**src/hdl/bat_pkg.sv**
```systemverilog
package bat_pkg;

   // Field widths of the two channels
   localparam int OP_W     = 2;
   localparam int UNITS_W  = 9;
   localparam int OFFSET_W = 8;
   localparam int WANT_W   = UNITS_W + 1;

   typedef enum logic [OP_W-1:0] {
      OP_ALLOC = 2'd0,
      OP_FREE  = 2'd1,
      OP_QUERY = 2'd2
   } op_type;

   typedef enum logic [1:0] {
      ST_OK        = 2'd0,
      ST_NO_SPACE  = 2'd1,
      ST_NOT_ALLOC = 2'd2
   } status_type;

   typedef struct packed {
      logic [OP_W-1:0]     op;
      logic [UNITS_W-1:0]  request_units;
      logic [OFFSET_W-1:0] block_offset;
   } req_type;

   typedef struct packed {
      status_type          status;
      logic [OFFSET_W-1:0] granted_offset;
      logic [UNITS_W-1:0]  block_units;
   } rsp_type;

   // Controller to datapath: one action per cycle (found may ride with restore)
   typedef struct packed {
      logic       init;       // clearing pass: write one node
      logic       load;       // capture request, read root or leaf
      logic       probe;      // read left child of current node
      logic       desc;       // step down one level, mark node at target level
      logic       mark_root;  // whole pool granted
      logic       climb;      // step up one level while looking for used node
      logic       found;      // latch block size of used node
      logic       restore;    // free: write size back into used node
      logic       up;         // recompute parent from node and its buddy
      logic       finish;     // load result register
      status_type status;
   } cmd_type;

   // Datapath to controller
   typedef struct packed {
      logic init_last;
      logic off_bad;
      logic fits;
      logic want_root;
      logic desc_last;
      logic rd_zero;
      logic idx_zero;
      logic up_last;
      logic rsp_free;
   } sts_type;

   // Smallest power of two not below n; zero counts as one
   function automatic logic [WANT_W-1:0] round_pow2(input logic [UNITS_W-1:0] n);
      logic [UNITS_W-1:0] m;
      logic [WANT_W-1:0]  p;
      m = n - UNITS_W'(1);
      p = WANT_W'(1);
      for (int i = 0; i < UNITS_W; i++) begin
         if (m[i]) begin
            p = WANT_W'(1) << (i + 1);
         end
      end
      if (n == '0) begin
         p = WANT_W'(1);
      end
      return p;
   endfunction

endpackage

```
**src/hdl/bat_ctrl.sv**
```systemverilog
module bat_ctrl
   import bat_pkg::*;
(
   input  logic            clock,
   input  logic            reset,
   input  logic            req_valid,
   input  logic [OP_W-1:0] req_op,
   output logic            req_ready,
   input  sts_type         sts,
   output cmd_type         cmd
);

   typedef enum logic [6:0] {
      S_INIT  = 7'b0000001,
      S_IDLE  = 7'b0000010,
      S_CHECK = 7'b0000100,
      S_DESC  = 7'b0001000,
      S_CLIMB = 7'b0010000,
      S_UP    = 7'b0100000,
      S_DONE  = 7'b1000000
   } state_type;

   state_type       state_ff, state_in;
   status_type      res_ff, res_in;
   logic [OP_W-1:0] op_ff, op_in;

   // Clearing pass after reset, then sequencing of one beat through the tree
   always_comb begin
      state_in  = state_ff;
      res_in    = res_ff;
      op_in     = op_ff;
      req_ready = 1'b0;
      cmd       = '0;
      case (state_ff)
         S_INIT: begin
            cmd.init = 1'b1;
            if (sts.init_last) begin
               state_in = S_IDLE;
            end
         end
         S_IDLE: begin
            req_ready = 1'b1;
            if (req_valid) begin
               cmd.load = 1'b1;
               op_in    = req_op;
               res_in   = ST_OK;
               case (req_op)
                  OP_ALLOC: begin
                     state_in = S_CHECK;
                  end
                  OP_FREE, OP_QUERY: begin
                     if (sts.off_bad) begin
                        res_in   = ST_NOT_ALLOC;
                        state_in = S_DONE;
                     end else begin
                        state_in = S_CLIMB;
                     end
                  end
                  default: begin
                     state_in = S_DONE;
                  end
               endcase
            end
         end
         S_CHECK: begin
            if (!sts.fits) begin
               res_in   = ST_NO_SPACE;
               state_in = S_DONE;
            end else if (sts.want_root) begin
               cmd.mark_root = 1'b1;
               state_in      = S_DONE;
            end else begin
               cmd.probe = 1'b1;
               state_in  = S_DESC;
            end
         end
         S_DESC: begin
            cmd.desc = 1'b1;
            if (sts.desc_last) begin
               state_in = S_UP;
            end
         end
         S_CLIMB: begin
            if (sts.rd_zero) begin
               cmd.found = 1'b1;
               if (op_ff == OP_FREE) begin
                  cmd.restore = 1'b1;
                  state_in    = sts.idx_zero ? S_DONE : S_UP;
               end else begin
                  state_in = S_DONE;
               end
            end else if (sts.idx_zero) begin
               res_in   = ST_NOT_ALLOC;
               state_in = S_DONE;
            end else begin
               cmd.climb = 1'b1;
            end
         end
         S_UP: begin
            cmd.up = 1'b1;
            if (sts.up_last) begin
               state_in = S_DONE;
            end
         end
         S_DONE: begin
            cmd.status = res_ff;
            if (sts.rsp_free) begin
               cmd.finish = 1'b1;
               state_in   = S_IDLE;
            end
         end
         default: begin
            state_in = S_INIT;
         end
      endcase
   end

   always_ff @(posedge clock) begin
      if (reset) begin
         state_ff <= S_INIT;
         res_ff   <= ST_OK;
         op_ff    <= '0;
      end else begin
         state_ff <= state_in;
         res_ff   <= res_in;
         op_ff    <= op_in;
      end
   end

endmodule

```
**config.mk**
```make
export PLATFORM = sky130hd
export DESIGN_NAME = bat_ctrl
export DESIGN_NICKNAME = d
export VERILOG_FILES = /design/src/hdl/bat_pkg.sv /design/src/hdl/bat_ctrl.sv
export SDC_FILE = /design/constraint.sdc
export NUM_CORES = 1
export LEC_CHECK = 0
export BUFFER_PORTS_ARGS = -buffer_cell sky130_fd_sc_hd__buf_2
export CAP_MARGIN = 15
export CORE_AREA = 10 10 66 68
export CTS_CLUSTER_SIZE = 8
export DETAILED_ROUTE_END_ITERATION = 6
export DIE_AREA = 0 0 76 78
export PLACE_DENSITY = 0.55
export SLEW_MARGIN = 10
export SYNTH_ARGS = -nofsm -noshare
export SYNTH_HDL_FRONTEND = slang
export SYNTH_SLANG_ARGS = --single-unit
```
**constraint.sdc**
```tcl
create_clock -name clock -period 4.7 [get_ports clock]
set_input_delay 0.47 -clock clock [delete_from_list [all_inputs] [get_ports clock]]
set_output_delay 0.47 -clock clock [all_outputs]
set_load 0.05 [all_outputs]
```
==> impl_metrics.sql, run 1 <==
INSERT INTO impl_metrics (metric_group, metric, value, unit) VALUES
('status', 'run_status', 'finished clean', ''),
('sta', 'fin_tns_setup', '0', 'ns'),
('global_routing', 'grt_first_pass_wirelength', '4250', 'µm'),
('cts', 'post_cts.repair.setup_buffers', '0', ''),
('cts', 'clock_sink_count', '11', ''),
('synthesis', 'mappedNetlistNets', '135', ''),
('worst_setup_path', 'critical_path_buf_inv_count', '1', ''),
('die', 'fp-row-count', '21', ''),
('synthesis', 'post_synth_inst_count', '119', ''),
('synthesis', 'synth-xor-area-share', '1.94', '%'),
('synthesis', 'seq_area_frac_synth', '24.3', '%'),
('synthesis', 'synth_largest_area_cell', 'sky130_fd_sc_hd__dfxtp_1', ''),
('synthesis', 'synth-adder-area-share', '2.77', '%'),
('synthesis', 'synth_flop_cell', 'sky130_fd_sc_hd__dfxtp_1', ''),
('placed_design', 'place_congestion', '0.848', ''),
('worst_setup_path', 'critPathRequiredTime', '4.23', 'ns'),
('synthesis', 'synth.area.mux_share', '3.32', '%'),
('cts', 'cts_max_level', '1', ''),
('drt', 'vias', '938', ''),
('worst_setup_path', 'cpLargestDelayFamily', 'simple AND/OR/NAND/NOR gates', ''),
('worst_setup_path', 'kind_of_critical_path', 'reg -> out', ''),
('sta', 'final-setup-viol-count', '0', ''),
('die', 'die_area', '5930', 'µm²'),
('cts', 'max-clock-path-buffers', '2', ''),
('cts', 'cts_tree', 'yes', ''),
('synthesis', 'post_synth_arst_share', '0', '%'),
('global_routing', 'antenna_found_initial', '0', ''),
('global_routing', 'global_route.usage.total', '8.57', '%'),
('die', 'num_io_pins', '27', ''),
('cells_and_area', 'layout-drive-gt1-share', '23.4', '%'),
('synthesis', 'post_synth_and_or_nand_nor_area_fraction', '41.2', '%'),
('die', 'dieHeight', '78', 'µm'),
('drt', 'vias_per_cell', '5.02', ''),
('synthesis', 'syn-cell-area', '905', 'µm²'),
('drt', 'drt_pass1_iterations', '5', ''),
('pwr', 'total_power', '225', 'µW'),
('worst_setup_path', 'critical-path-slowest-cell', 'sky130_fd_sc_hd__nor4_1', ''),
('cts', 'post_cts_resize_count', '0', ''),
('die', 'die-width', '76', 'µm'),
('sta', 'post-route-min-period', '2.72', 'ns'),
('synthesis', 'synth_area_per_inst', '7.60', 'µm²'),
('sta', 'slew-limit-headroom', '47.0', '%'),
('cells_and_area', 'layout_commonest_cell', 'sky130_fd_sc_hd__buf_2', ''),
('synthesis', 'unique_cell_type_count_in_the_yosys_netlist', '43', ''),
('cts', 'clock-root-buffer', 'sky130_fd_sc_hd__clkbuf_4', ''),
('synthesis', 'synth_enable_flop_cells', '0', ''),
('cells_and_area', 'nFillCells', '340', ''),
('synthesis', 'synth_top_family_by_area', 'simple AND/OR/NAND/NOR gates', ''),
('placed_design', 'detailed_place_hpwl', '2190', 'µm'),
('flow_run', 'drv_cap', '0', ''),
('worst_setup_path', 'element_type_at_the_critical_path_start', 'register', ''),
('pwr', 'maximum_resistive_drop_on_vdd', '56.6', 'µV'),
('worst_setup_path', 'critical_path.cell_chain', 'nor4_1 > nand3_1 > nor3_1 > buf_2', ''),
('drt', 'drcViolationCount', '0', ''),
('cts', 'clock_latency', '0.27', 'ns'),
('sta', 'timing.fmax', '0.367', 'GHz'),
('cts', 'clock_transition_at_the_registers_of_the_reported_paths', '0.08', 'ns'),
('worst_setup_path', 'cp.arrival', '2.25', 'ns'),
('sta', 'hold_violations', '0', ''),
('pwr', 'total_leakage_power', '0.000495', 'µW'),
('cells_and_area', 'nNetsFinal', '158', ''),
('drt', 'wl_per_cell', '14.2', 'µm'),
('die', 'floorplan.initialDensity', '28.5', '%'),
('worst_setup_path', 'critPathCaptureType', 'primary output', ''),
('sta', 'post-route-period-util', '57.9', '%'),
('drt', 'wl', '2660', 'µm'),
('global_routing', 'grt_overflow_total', '0', ''),
('cts', 'cts_made_buffers', '3', ''),
('hold_path', 'classification_of_the_worst_slack_hold_path', 'in -> reg', ''),
('global_routing', 'grt_start_max_net_pins', '17', ''),
('sta', 'drv_slew', '0', '');
## per-layer routing
layer	up-vias	GRT usage, %	part of all wire, %
li1	480	-	-
met4	0	3.79	1.7
met1	432	10.2	46
met5	-	0	0
met3	4	1.73	3.7
met2	22	14.5	48
## logic make-up after synthesis
kind of cell / after synthesis
and+or+nand+nor: 61
muxes: 3
buffers and inverters: 18
adders and majority gates: 2
xor gates and xnor gates: 2
AOI/OAI and AO/OA: 22
DFF: 11
## final timing paths
check / from / to / slack [ns] / cells past startpoint
worst max-delay path: state_ff[1] / cmd[6] / 1.98 / 4
worst max register to register: state_ff[2] / res_ff[0] / 2.71 / 4
worst min register to register: res_ff[1] / res_ff[1] / 0.46 / 2
worst min-delay path: req_op[0] / op_ff[0] / 0.45 / 3
## Yosys cell counts (4+ instances only)
cell type and instances:
sky130_fd_sc_hd__dfxtp_1 11, sky130_fd_sc_hd__nand3_1 4, sky130_fd_sc_hd__nand2_1 7, sky130_fd_sc_hd__and2_1 4, sky130_fd_sc_hd__inv_1 10, sky130_fd_sc_hd__clkbuf_1 5
sky130_fd_sc_hd__nor2_1 10, sky130_fd_sc_hd__a31oi_1 4, sky130_fd_sc_hd__nand2b_1 5, sky130_fd_sc_hd__nor3_1 6
## power breakdown
part | internal, µW | switching, µW
registers | 96.1 | 5.53
clock network | 32.9 | 35.1
logic | 21.7 | 33.3
total | 151 | 74.0
## state kept, by name, indices dropped and copies added, names as in the netlist
register and flops:
state_ff 7, op_ff 2, res_ff 2
## worst min-delay path: stages
cell and delay [ns]:
sky130_fd_sc_hd__buf_2 0.08, sky130_fd_sc_hd__mux2i_1 0.06, sky130_fd_sc_hd__nor2_1 0.07
## area by class of cell
class,count,area [µm²],share of cell area [%]
multi-input cells,90,607,56.3
flip-flops and latches,11,220,20.4
repair buffers,26,130,12.1
well taps,46,57.6,5.34
inverters,10,37.5,3.48
clock buffers,4,26.3,2.44
## per-stage QoR
stage | hold slack [ns] | worst slack, ns | instances | cell area, µm²
2_1_floorplan | 0.430 | 1.89 | 119 | 905
3_3_place_gp | 0.442 | 2.29 | 183 | 1050
3_5_place_dp | 0.447 | 2.27 | 183 | 1050
4_1_cts | 0.455 | 1.98 | 187 | 1080
5_1_grt | 0.481 | 1.88 | 187 | 1080
6_report | 0.445 | 1.98 | 187 | 1080
Power figures use the tool's default switching activity.
==> inputs of run 2 (changes only) <==
--- a/config.mk
+++ b/config.mk
@@ -11,7 +11,7 @@
 export CTS_CLUSTER_SIZE = 8
 export DETAILED_ROUTE_END_ITERATION = 6
 export DIE_AREA = 0 0 76 78
-export PLACE_DENSITY = 0.55
+export PLACE_DENSITY = 0.57
 export SLEW_MARGIN = 10
 export SYNTH_ARGS = -nofsm -noshare
 export SYNTH_HDL_FRONTEND = slang
==> constraint.sdc (replaced) <==
create_clock -name clock -period 2.5 [get_ports clock]
set_input_delay 0.25 -clock clock [delete_from_list [all_inputs] [get_ports clock]]
set_output_delay 0.25 -clock clock [all_outputs]
set_load 0.05 [all_outputs]
==> run 2 against run 1 <==
- sequential cell count did not move
- via count rose by 5.1%
- clock-buffer cell count fell by 1
- hold slack got worse by 0.22 ns
- sequential share of layout area fell by 0.60 points
- first-iteration DRC count rose by 14%
- core utilization rose by 1.0 points
- routed wire length barely moved
- global-route usage rose by 0.47 points
- worst setup slack got worse by 1.8 ns
==> impl_metrics.sql, run 2 (synthesized netlist as in run 1, its figures left out) <==
INSERT INTO impl_metrics (metric_group, metric, value, unit) VALUES
('sta', 'post-route-min-period', '2.37', 'ns'),
('die', 'fp-row-count', '21', ''),
('worst_setup_path', 'kind_of_critical_path', 'reg -> out', ''),
('drt', 'antenna_violating_nets_post_route', '0', ''),
('cells_and_area', 'syn2layout_area_growth', '22.8', '%'),
('sta', 'final-setup-viol-count', '0', ''),
('cts', 'cts_tree', 'yes', ''),
('cts', 'postCtsHoldBufs', '0', ''),
('sta', 'post-route-period-util', '94.6', '%'),
('hold_path', 'classification_of_the_worst_slack_hold_path', 'in -> reg', ''),
('cts', 'clock-root-buffer', 'sky130_fd_sc_hd__clkbuf_4', ''),
('sta', 'fin_tns_setup', '0', 'ns'),
('cts', 'clock_transition_at_the_registers_of_the_reported_paths', '0.08', 'ns'),
('status', 'run_status', 'finished clean', ''),
('sta', 'drv_slew', '0', ''),
('worst_setup_path', 'critical_path.endpoint', 'cmd[10]', ''),
('worst_setup_path', 'r2r_setup_slack', '0.47', 'ns'),
('cts', 'max-clock-path-buffers', '2', ''),
('global_routing', 'grt_first_pass_wirelength', '4500', 'µm'),
('cells_and_area', 'registers.top_by_ff_count', 'state_ff', ''),
('die', 'core-area', '3180', 'µm²'),
('global_routing', 'antenna_found_initial', '0', ''),
('placed_design', 'port-buffer-count', '26', ''),
('cells_and_area', 'layout_top_registers', 'state_ff (7), op_ff (2), res_ff (2)', ''),
('placed_design', 'place_congestion', '0.827', ''),
('cts', 'cts_made_buffers', '3', ''),
('global_routing', 'grt_overflow_total', '0', ''),
('drt', 'vias_per_cell', '5.22', ''),
('cells_and_area', 'layout.area.seq', '220', 'µm²'),
('worst_setup_path', 'critPathLaunch', 'state_ff[2]', ''),
('hold_path', 'min-delay-start', 'req_op[0]', ''),
('worst_setup_path', 'critPathCaptureType', 'primary output', ''),
('sta', 'timing.fmax', '0.423', 'GHz'),
('drt', 'wl', '2660', 'µm'),
('drt', 'vias', '986', ''),
('sta', 'hold_violations', '0', ''),
('global_routing', 'grt_start_max_net_pins', '17', ''),
('cells_and_area', 'layout-drive-gt1-share', '27.3', '%'),
('worst_setup_path', 'cp.arrival', '2.12', 'ns'),
('cells_and_area', 'final_cell_mix', 'sky130_fd_sc_hd__buf_2, sky130_fd_sc_hd__dfxtp_1, sky130_fd_sc_hd__inv_1, sky130_fd_sc_hd__nor2_1, sky130_fd_sc_hd__nand2_1', ''),
('pwr', 'maximum_resistive_drop_on_vdd', '115', 'µV'),
('cts', 'cts_max_level', '1', ''),
('cts', 'clock_latency', '0.27', 'ns'),
('pwr', 'p_per_area', '386', 'nW/µm²'),
('placed_design', 'placedCellCount', '185', ''),
('pwr', 'total_power', '429', 'µW'),
('cells_and_area', 'layout_commonest_cell', 'sky130_fd_sc_hd__buf_2', ''),
('die', 'floorplan.initialDensity', '28.5', '%'),
('sta', 'rsz0062_at_grt', 'false', ''),
('global_routing', 'vias_in_the_first_global_route', '936', ''),
('worst_setup_path', 'critPathRequiredTime', '2.25', 'ns'),
('sta', 'finClkSkew', '0.00600', 'ns'),
('placed_design', 'detailed_place_hpwl', '2190', 'µm'),
('cts', 'post_cts.repair.setup_buffers', '0', ''),
('cells_and_area', 'nNetsFinal', '160', ''),
('die', 'die_area', '5930', 'µm²'),
('cts', 'post_cts_resize_count', '0', ''),
('cells_and_area', 'nFillCells', '343', ''),
('sta', 'slew-limit-headroom', '60.2', '%'),
('die', 'dieHeight', '78', 'µm'),
('drt', 'wl_per_cell', '14.1', 'µm'),
('cts', 'clock_sink_count', '11', ''),
('global_routing', 'grt_most_used_layer', 'met2', ''),
('global_routing', 'use_met2', '15.2', '%'),
('global_routing', 'global_route.usage.total', '9.04', '%'),
('cells_and_area', 'layoutNonFillerInstCount', '189', ''),
('drt', 'drcViolationCount', '0', ''),
('pwr', 'total_leakage_power', '0.000516', 'µW'),
('cells_and_area', 'largest_reg_flops', '7', ''),
('global_routing', 'grt_util_met3', '2.42', '%'),
('worst_setup_path', 'element_type_at_the_critical_path_start', 'register', ''),
('flow_run', 'drv_cap', '0', ''),
('drt', 'drt_pass1_iterations', '4', ''),
('cells_and_area', 'multiInputGateArea', '621', 'µm²'),
('worst_setup_path', 'r2r_end', 'res_ff[1]', ''),
('worst_setup_path', 'critical_path_peak_fanout', '10', ''),
('die', 'num_io_pins', '27', ''),
('worst_setup_path', 'r2r_cells', '4', ''),
('worst_setup_path', 'critical_path.reg2reg.startpoint', 'state_ff[2]', ''),
('die', 'die-width', '76', 'µm'),
('cells_and_area', 'antennaDiodeCount', '0', ''),
('sta', 'worst_pin_slew', '0.592', 'ns'),
('hold_path', 'hold_path_depth', '3', ''),
('drt', 'dr.first_iter.drc_count', '72', ''),
('global_routing', 'globalRouteMet1Util', '10.7', '%');
[run 2: cell type report]
| class | instances | area share, % |
|---|---|---|
| well taps | 46 | 5.18 |
| inverters | 10 | 3.38 |
| flip-flops and latches | 11 | 19.8 |
| multi-input cells | 90 | 55.9 |
| clock buffers | 3 | 2.03 |
| clock inverters | 1 | 0.450 |
| repair buffers | 28 | 13.3 |
[run 2: power breakdown]
group          leakage (µW)  internal [µW]  switching, µW
Combinational      0.000410           43.9           66.9
Clock             0.0000177           59.2           68.2
Sequential        0.0000891            181           10.4
[run 2: worst max-delay path, cell delays in order, from the launching register on]
cell and delay [ns]:
sky130_fd_sc_hd__dfxtp_1 0.41, sky130_fd_sc_hd__or4_4 0.60, sky130_fd_sc_hd__or4_4 0.54, sky130_fd_sc_hd__inv_1 0.07, sky130_fd_sc_hd__clkbuf_4 0.22
[run 2: metal layers]
| layer | vias to the layer above | part of all wire, % |
|---|---|---|
| met5 | - | 0 |
| met4 | 0 | 1.9 |
| met3 | 6 | 6.2 |
| met2 | 39 | 48 |
| met1 | 455 | 44 |
| li1 | 486 | - |
[run 2: how the worst min path moves through the flow]
| stage | end | slack, ns |
|---|---|---|
| floorplan | op_ff[0] | 0.39 |
| global placement | res_ff[1] | 0.45 |
| detailed placement | res_ff[1] | 0.46 |
| CTS | op_ff[0] | 0.24 |
| global route | op_ff[0] | 0.26 |
| finish | op_ff[0] | 0.23 |
[run 2: per-stage QoR]
step / area, µm² / hold slack [ns] / utilization [%] / worst slack, ns
after floorplan: 915 / 0.394 / - / 0.00337
after global placement: 1080 / 0.445 / 33.9 / 0.359
after detailed placement: 1080 / 0.461 / 33.9 / 0.338
after CTS: 1100 / 0.236 / 34.8 / 0.0286
after global routing: 1110 / 0.262 / 34.9 / 0.0774
final: 1110 / 0.230 / 34.9 / 0.135
==> inputs of run 3 (changes only) <==
--- a/config.mk
+++ b/config.mk
@@ -5,13 +5,14 @@
 export SDC_FILE = /design/constraint.sdc
 export NUM_CORES = 1
 export LEC_CHECK = 0
+export ABC_AREA = 0
 export BUFFER_PORTS_ARGS = -buffer_cell sky130_fd_sc_hd__buf_2
 export CAP_MARGIN = 15
-export CORE_AREA = 10 10 66 68
+export CORE_AREA = 10 10 64 66
 export CTS_CLUSTER_SIZE = 8
 export DETAILED_ROUTE_END_ITERATION = 6
-export DIE_AREA = 0 0 76 78
-export PLACE_DENSITY = 0.57
+export DIE_AREA = 0 0 74 76
+export PLACE_DENSITY = 0.6
 export SLEW_MARGIN = 10
 export SYNTH_ARGS = -nofsm -noshare
 export SYNTH_HDL_FRONTEND = slang
==> run 3 against run 2 <==
- clock skew is 0.0035 ns lower
- routed wire length is 3.2% higher
- hold slack worse by 0.0051 ns
- clock-buffer cell count is 1 higher
- critical path type unchanged
- largest cell class unchanged
- highest routed layer unchanged
==> impl_metrics.sql, run 3 (synthesized netlist as in run 1, its figures left out) <==
INSERT INTO impl_metrics (metric_group, metric, value, unit) VALUES
('status', 'run_status', 'finished clean', ''),
('sta', 'finClkSkew', '0.00249', 'ns'),
('worst_setup_path', 'r2r_end', 'res_ff[1]', ''),
('global_routing', 'grt_start_max_net_pins', '17', ''),
('die', 'fp-row-count', '20', ''),
('pwr', 'total_power', '435', 'µW'),
('pwr', 'total_leakage_power', '0.000518', 'µW'),
('sta', 'drv_slew', '0', ''),
('cts', 'post_cts_resize_count', '1', ''),
('global_routing', 'vias_in_the_first_global_route', '977', ''),
('cts', 'clock_transition_at_the_registers_of_the_reported_paths', '0.08', 'ns'),
('sta', 'fin_tns_setup', '0', 'ns'),
('flow_run', 'drv_cap', '0', ''),
('worst_setup_path', 'r2r_cells', '4', ''),
('cts', 'postCtsHoldBufs', '0', ''),
('worst_setup_path', 'critical_path_peak_fanout', '10', ''),
('global_routing', 'global_route.usage.total', '9.84', '%'),
('sta', 'slew-limit-headroom', '61.8', '%'),
('hold_path', 'whs_endpoint', 'op_ff[1]', ''),
('hold_path', 'min-delay-start', 'req_op[1]', ''),
('drt', 'vias', '966', ''),
('cts', 'cts_made_buffers', '3', ''),
('placed_design', 'place_congestion', '0.793', ''),
('cts', 'clock_sink_count', '11', ''),
('drt', 'dr.first_iter.drc_count', '102', ''),
('cts', 'cts_max_level', '1', ''),
('sta', 'final-setup-viol-count', '0', ''),
('cts', 'post_cts.repair.setup_buffers', '0', ''),
('worst_setup_path', 'slowest_delay', '0.59', 'ns'),
('worst_setup_path', 'cpLargestDelayFamily', 'simple AND/OR/NAND/NOR gates', ''),
('cells_and_area', 'layout_commonest_cell', 'sky130_fd_sc_hd__buf_2', ''),
('worst_setup_path', 'cp.arrival', '2.17', 'ns'),
('sta', 'hold_violations', '0', ''),
('cells_and_area', 'antennaDiodeCount', '0', ''),
('die', 'num_io_pins', '27', ''),
('worst_setup_path', 'critical-path-slowest-cell', 'sky130_fd_sc_hd__or4_4', ''),
('cells_and_area', 'largest_reg_flops', '7', ''),
('cts', 'clock_latency', '0.28', 'ns'),
('drt', 'wl_per_cell', '15.5', 'µm'),
('worst_setup_path', 'critical_path.cell_chain', 'or4_4 > or4_4 > inv_1 > buf_2', ''),
('placed_design', 'detailed_place_hpwl', '2190', 'µm'),
('sta', 'post-route-period-util', '97.0', '%'),
('sta', 'rsz0062_at_grt', 'false', ''),
('die', 'floorplan.initialDensity', '30.9', '%'),
('cells_and_area', 'syn2layout_area_growth', '21.4', '%'),
('drt', 'vias_per_cell', '5.46', ''),
('worst_setup_path', 'r2r_setup_slack', '0.46', 'ns'),
('die', 'core-area', '2930', 'µm²'),
('worst_setup_path', 'critical_path_buf_inv_count', '2', ''),
('drt', 'drt_pass1_iterations', '4', ''),
('die', 'die-width', '74', 'µm'),
('drt', 'wl', '2750', 'µm'),
('cells_and_area', 'final_cell_mix', 'sky130_fd_sc_hd__buf_2, sky130_fd_sc_hd__dfxtp_1, sky130_fd_sc_hd__inv_1, sky130_fd_sc_hd__nor2_1, sky130_fd_sc_hd__nand2_1', ''),
('worst_setup_path', 'element_type_at_the_critical_path_start', 'register', ''),
('hold_path', 'hold_path_depth', '3', ''),
('cts', 'max-clock-path-buffers', '2', ''),
('cells_and_area', 'registers.top_by_ff_count', 'state_ff', ''),
('worst_setup_path', 'critical_path.reg2reg.startpoint', 'state_ff[2]', ''),
('pwr', 'p_per_area', '396', 'nW/µm²'),
('cells_and_area', 'nNetsFinal', '161', ''),
('worst_setup_path', 'critPathRequiredTime', '2.25', 'ns'),
('cells_and_area', 'layout-drive-gt1-share', '27.1', '%'),
('sta', 'timing.fmax', '0.413', 'GHz'),
('worst_setup_path', 'critPathMostFrequentCell', 'sky130_fd_sc_hd__or4_4', ''),
('sta', 'worst_pin_slew', '0.567', 'ns'),
('die', 'die_area', '5620', 'µm²'),
('die', 'dieHeight', '76', 'µm'),
('cts', 'cts_tree', 'yes', ''),
('worst_setup_path', 'critPathCaptureType', 'primary output', ''),
('drt', 'antenna_violating_nets_post_route', '0', ''),
('global_routing', 'grt_first_pass_wirelength', '4530', 'µm'),
('cts', 'clock-root-buffer', 'sky130_fd_sc_hd__clkbuf_4', ''),
('drt', 'drcViolationCount', '0', ''),
('pwr', 'maximum_resistive_drop_on_vdd', '248', 'µV'),
('placed_design', 'port-buffer-count', '26', ''),
('sta', 'post-route-min-period', '2.42', 'ns'),
('hold_path', 'classification_of_the_worst_slack_hold_path', 'in -> reg', ''),
('cells_and_area', 'layout_top_registers', 'state_ff (7), op_ff (2), res_ff (2)', ''),
('global_routing', 'grt_overflow_total', '0', ''),
('global_routing', 'antenna_found_initial', '0', ''),
('worst_setup_path', 'kind_of_critical_path', 'reg -> out', '');
run 3: cell types whose count changed in the layout (fill, tap and decap cells not counted):
| cell | delta |
|---|---|
| sky130_fd_sc_hd__clkbuf_4 | -1 |
| sky130_fd_sc_hd__buf_4 | +1 |
| sky130_fd_sc_hd__buf_2 | +1 |
| sky130_fd_sc_hd__clkinv_2 | -1 |
| sky130_fd_sc_hd__clkbuf_1 | +1 |
run 3: cell type report:
type	count	area, µm²
Inverter	10	37.5
Sequential cell	11	220
Multi-Input combinational cell	90	621
Tap cell	33	41.3
Clock buffer	4	26.3
Fill cell	306	1830
Timing Repair Buffer	29	153
run 3: stage by stage:
stage	hold slack, ns	setup slack, ns	cell area, µm²	util, %	std cells
3_3_place_gp	0.455	0.339	1070	36.5	173
6_report	0.225	0.0759	1100	37.5	177
3_5_place_dp	0.448	0.310	1070	36.5	173
4_1_cts	0.241	0.0863	1100	37.5	177
5_1_grt	0.250	0.0189	1100	37.5	177
2_1_floorplan	0.394	0.00337	915	-	119
run 3: worst max-delay path by stage:
stage / startpoint / to / cells after the start
floorplan: state_ff[1] / cmd[4] / 5
global route: state_ff[6] / cmd[10] / 4
CTS: state_ff[2] / cmd[10] / 4
global placement: state_ff[6] / cmd[10] / 4
finish: state_ff[2] / cmd[10] / 4
detailed placement: state_ff[2] / cmd[10] / 4
run 3: routing by layer:
layer | share of wire, % | wire, µm | vias to the layer above | GRT usage (%)
met5 | 0 | 0 | - | 0
met2 | 44 | 1210 | 36 | 14.2
met1 | 46 | 1270 | 442 | 13.0
met4 | 1.5 | 42 | 0 | 3.36
li1 | - | - | 483 | -
met3 | 8.2 | 225 | 5 | 3.52
run 3: power breakdown:
group	leakage, µW	total [µW]	internal, µW	switching [µW]
Clock	0.0000150	131	62.1	69.1
Combinational	0.000414	111	45.4	65.5
Sequential	0.0000891	193	181	12.1
run 3: worst reg2reg max path: cells and delay by family (launching register included):
family,cells,cell delay (ns)
AND/OR/NAND/NOR,3,1.40
multiplexers,1,0.11
flip-flops,1,0.42
